[config.mk]
export PLATFORM = sky130hd
export DESIGN_NAME = elrc_ram
export DESIGN_NICKNAME = d
export VERILOG_FILES = /design/src/hdl/elrc_ram.sv
export SDC_FILE = /design/constraint.sdc
export NUM_CORES = 2
export LEC_CHECK = 0
export BUFFER_PORTS_ARGS = -buffer_cell sky130_fd_sc_hd__buf_2
export CAP_MARGIN = 30
export CORE_ASPECT_RATIO = 0.7
export CORE_MARGIN = 8
export CORE_UTILIZATION = 47
export CTS_CLUSTER_SIZE = 14
export DETAILED_ROUTE_END_ITERATION = 16
export GPL_TIMING_DRIVEN = 0
export PLACE_DENSITY = 0.67
export SYNTH_ARGS = -nofsm -noshare
export SYNTH_HDL_FRONTEND = slang
export SYNTH_SLANG_ARGS = --single-unit
[constraint.sdc]
create_clock -name clk_i -period 2.3 [get_ports clk_i]
set_input_delay 0.115 -clock clk_i [delete_from_list [all_inputs] [get_ports clk_i]]
set_output_delay 0.115 -clock clk_i [all_outputs]
set_load 0.005 [all_outputs]
[src/hdl/elrc_ram.sv]
// Generic simple dual-port RAM: one write port, one read port, registered read data.
// Standalone; used for the entry data and the recency ranks.
`timescale 1ns / 1ps

module elrc_ram #(
  parameter int unsigned WIDTH = 8,
  parameter int unsigned DEPTH = 256,
  parameter int unsigned AW    = (DEPTH > 1) ? $clog2(DEPTH) : 1
) (
  input  logic             clk_i,
  input  logic             we_i,
  input  logic [AW-1:0]    waddr_i,
  input  logic [WIDTH-1:0] wdata_i,
  input  logic [AW-1:0]    raddr_i,
  output logic [WIDTH-1:0] rdata_o
);

  logic [WIDTH-1:0] mem [DEPTH];

  always_ff @(posedge clk_i) begin
    if (we_i) begin
      mem[waddr_i] <= wdata_i;
    end
    rdata_o <= mem[raddr_i];
  end

endmodule

==> flow_summary_export.csv <==
group,metric,value,unit
synth,synth-seq-area-share,77.5,%
global_routing,track_usage,25.8,%
critical_path,critical_path_class,"input pin to flip-flop",
routing,drtAntennaViolNets,0,
power,p_per_area,831,nW/um^2
synth,synth_top_family_by_area,"multiplexers",
synth,ys_seq_elements,2056,
clock_tree,cts-root-buf,"clkbuf_16",
floorplan,core_region_area,168000,sq um
placement,gp_congestion,0.943,
min_path,holdPathEnd,"mem[173][3]",
synth,yosys_most_used_dff,"edfxtp_1",
min_path,whs_path_depth,3,
synth,synth_nets,3759,
floorplan,initial_core_util,47.3,%
global_routing,grt_pass1_wl,328000,microns
critical_path,r2r-start,"mem[83][1]",
synth,synth_area_per_cell,21.3,sq um
min_path,min_from,"waddr_i[2]",
global_routing,antenna_found_initial,13,
sta,setup_viol,600,
floorplan,die_area,183000,sq um
sta,slew_violations,0,
routing,via_per_inst,6.66,
power,ir_drop,0.000690,V
sta,relSlewSlack,20.2,%
synth,async_flop_share,0,%
critical_path,crit_arrival,3.23,ns
sta,tightest_slew,1.20,ns
floorplan,die_h,360,microns
sta,skew,0.0217,ns
placement,port_buffers,26,
floorplan,io_pins,34,
placement,dp_slack,-2.42,ns
synth,synthAdderAreaFrac,0,%
synth,synthMuxAreaShare,14.6,%
routing,drcViolationCount,0,
flow_run,max-cap-violations,0,
min_path,hold_path_class,"input pin to flip-flop",
clock_tree,clock_latency,0.83,ns
sta,period_share,112,%
clock_tree,cts_inserted_buffers,180,
synth,syn_area,79600,sq um
sta,postLayoutSetupSlackWorst,-0.274,ns
critical_path,crit_path_max_fanout,10,
routing,drtIter0Drc,7966,
routing,drt_wl_total,242000,microns
synth,synth_edf_count,2048,
outcome,status,"finished, violations left",
critical_path,reg2reg_depth,5,
synth,yosysWarnings,0,
synth,synthXorXnorAreaFrac,0,%
synth,synth-simple-area-share,2.63,%
sta,min_period,2.57,ns
routing,wl_per_cell,37.8,microns
clock_tree,cts_sinks,2056,
floorplan,die_width,508,microns
synth,synth_cell_type_count,55,
critical_path,start_kind,"input pin",
synth,synth-compound-area-share,3.42,%
clock_tree,clk_pin_slew,0.07,ns
clock_tree,h-tree-depth,4,
sta,whs,0.103,ns
floorplan,rows,126,
routing,first_pass_iters,9,
clock_tree,cts.path.max_buffers,3,
critical_path,critPathRequiredTime,2.96,ns
cells_and_area,drive_above_1_share,28.9,%
placement,hpwl,161000,microns
cells_and_area,layout.nets,4037,
global_routing,grt_pass1_vias,40500,
cells_and_area,synthToLayoutAreaGrowth,13.8,%
sta,rsz0062_at_grt,"yes",
outcome,violations,"negative setup slack",
global_routing,grt_max_degree,145,
clock_tree,tritoncts,"built",
critical_path,end_kind,"flip-flop",
critical_path,r2r_slack,-0.24,ns
global_routing,grt_remaining_overflow,0,
synth,syn_inst,3733,
power,p_leak,27.7,nW
sta,timing.fmax,389,MHz
sta,finalHoldViolCount,0,
critical_path,timing.rr.end,"rdata_o[1]",
routing,num_vias,42600,
-- synth_stat cells (6+ instances only) --
library cell	n	share of area, %
o22ai_1	28	0.22
nand2b_1	8	0.063
buf_8	13	0.25
o211ai_1	10	0.094
buf_4	27	0.25
mux4_2	454	13
mux2i_1	134	1.7
nor2b_1	31	0.24
clkbuf_1	111	0.52
buf_1	22	0.10
buf_2	31	0.20
a22o_1	8	0.088
nor4_1	24	0.19
nor3_1	22	0.14
and2_1	6	0.047
a21oi_1	96	0.60
nand2_1	33	0.16
buf_12	8	0.20
dfxtp_1	8	0.20
o21ai_0	10	0.063
o221ai_1	46	0.51
a22oi_1	133	1.3
nand4_1	10	0.079
buf_6	21	0.30
a211oi_1	16	0.15
edfxtp_1	2048	77
nor2_1	282	1.3
nand3_1	34	0.21
a221oi_1	13	0.14
-- sequential cells by signal, indices dropped and copies added, names as in the netlist --
name and count:
rdata_o 8, mem 2048
-- worst max-delay path, stage by stage --
cell,delay [ns]
buf_2,0.40
or2_2,0.20
buf_1,0.60
buf_1,0.85
a21oi_1,0.31
nor4_4,0.58
nor4_4,0.13
-- worst max path at each step --
stage / cells past startpoint / endpoint / start
2_1_floorplan: 9 / rdata_o[2] / raddr_i[0]
3_3_place_gp: 8 / rdata_o[1] / raddr_i[2]
3_5_place_dp: 10 / rdata_o[4] / raddr_i[3]
4_1_cts: 6 / mem[61][1] / waddr_i[0]
5_1_grt: 5 / rdata_o[2] / mem[82][2]
6_report: 7 / rdata_o[1] / raddr_i[5]
-- metrics by stage --
| step | setup TNS (ns) | instances | utilization [%] | power, mW | cell area (sq um) |
|---|---|---|---|---|---|
| after floorplan | 0 | 3733 | - | 44.1 | 79600 |
| after global placement | -6021.81 | 5999 | 49.0 | 46.4 | 82500 |
| after detailed placement | -1266.55 | 6057 | 49.6 | 46.5 | 83500 |
| after CTS | -12.47 | 6379 | 53.5 | 75.0 | 90100 |
| after global routing | -12.99 | 6384 | 53.7 | 76.6 | 90500 |
| final | -49.45 | 6388 | 53.8 | 75.2 | 90500 |
-- cells by family (layout without fill, tap and decap cells) --
| logic type | count (synthesis) | in the layout |
|---|---|---|
| AOI/OAI and AO/OA | 385 | 385 |
| buffers and inverters | 235 | 645 |
| DFF | 2056 | 2056 |
| muxes | 591 | 591 |
| other | 0 | 5 |
| and+or+nand+nor | 466 | 466 |
-- area by class of cell --
type | count | area (sq um)
plain buffers | 232 | 1670
diodes | 5 | 12.5
inverters | 2 | 8.76
flip-flops and latches | 2056 | 61700
clock buffers | 243 | 4860
multi-input cells | 1442 | 17800
fillers | 12700 | 77900
repair buffers | 97 | 1210
well taps | 2240 | 2800
clock inverters | 71 | 541
-- timing repair --
item	CTS	global route
pin swaps	25	8
buffers inserted	2	0
endpoints found under the setup margin	626	920
hold buffers	8	0
resized for setup	297	130
gates cloned	0	0
endpoints found under the hold margin	890	0
-- where the power goes --
| part | total, mW | switching [mW] | internal [mW] | leakage [nW] |
|---|---|---|---|---|
| logic | 4.85 | 3.31 | 1.54 | 6.54 |
| registers | 41.3 | 0.0242 | 41.3 | 18.5 |
| clock network | 29.1 | 13.6 | 15.5 | 2.64 |
| total | 75.2 | 16.9 | 58.3 | 27.7 |
-- cell usage in the layout, fill, tap and decap left out, types with 13 or more instances in the layout --
cell	n
edfxtp_1	2048
mux4_2	455
clkbuf_16	185
nor2_2	140
mux2i_1	134
a22oi_1	131
nor2_1	124
clkbuf_1	103
a21oi_1	87
buf_4	55
buf_2	49
clkbuf_2	49
o221ai_1	44
buf_6	40
buf_8	37
nand2_1	33
nand3_1	33
clkinv_1	32
o22ai_1	28
nor2b_1	27
nor4_4	25
clkinv_2	24
nor2_4	18
buf_16	13
-- metal layers --
metal	GRT usage [%]	routed length, microns	up-vias
li1	-	-	16200
met1	37.7	93500	22400
met2	35.2	99900	3407
met3	10.5	39300	497
met4	8.78	9020	2
met5	0.393	16	-
Note: power is estimated with default switching activity, not from simulation.
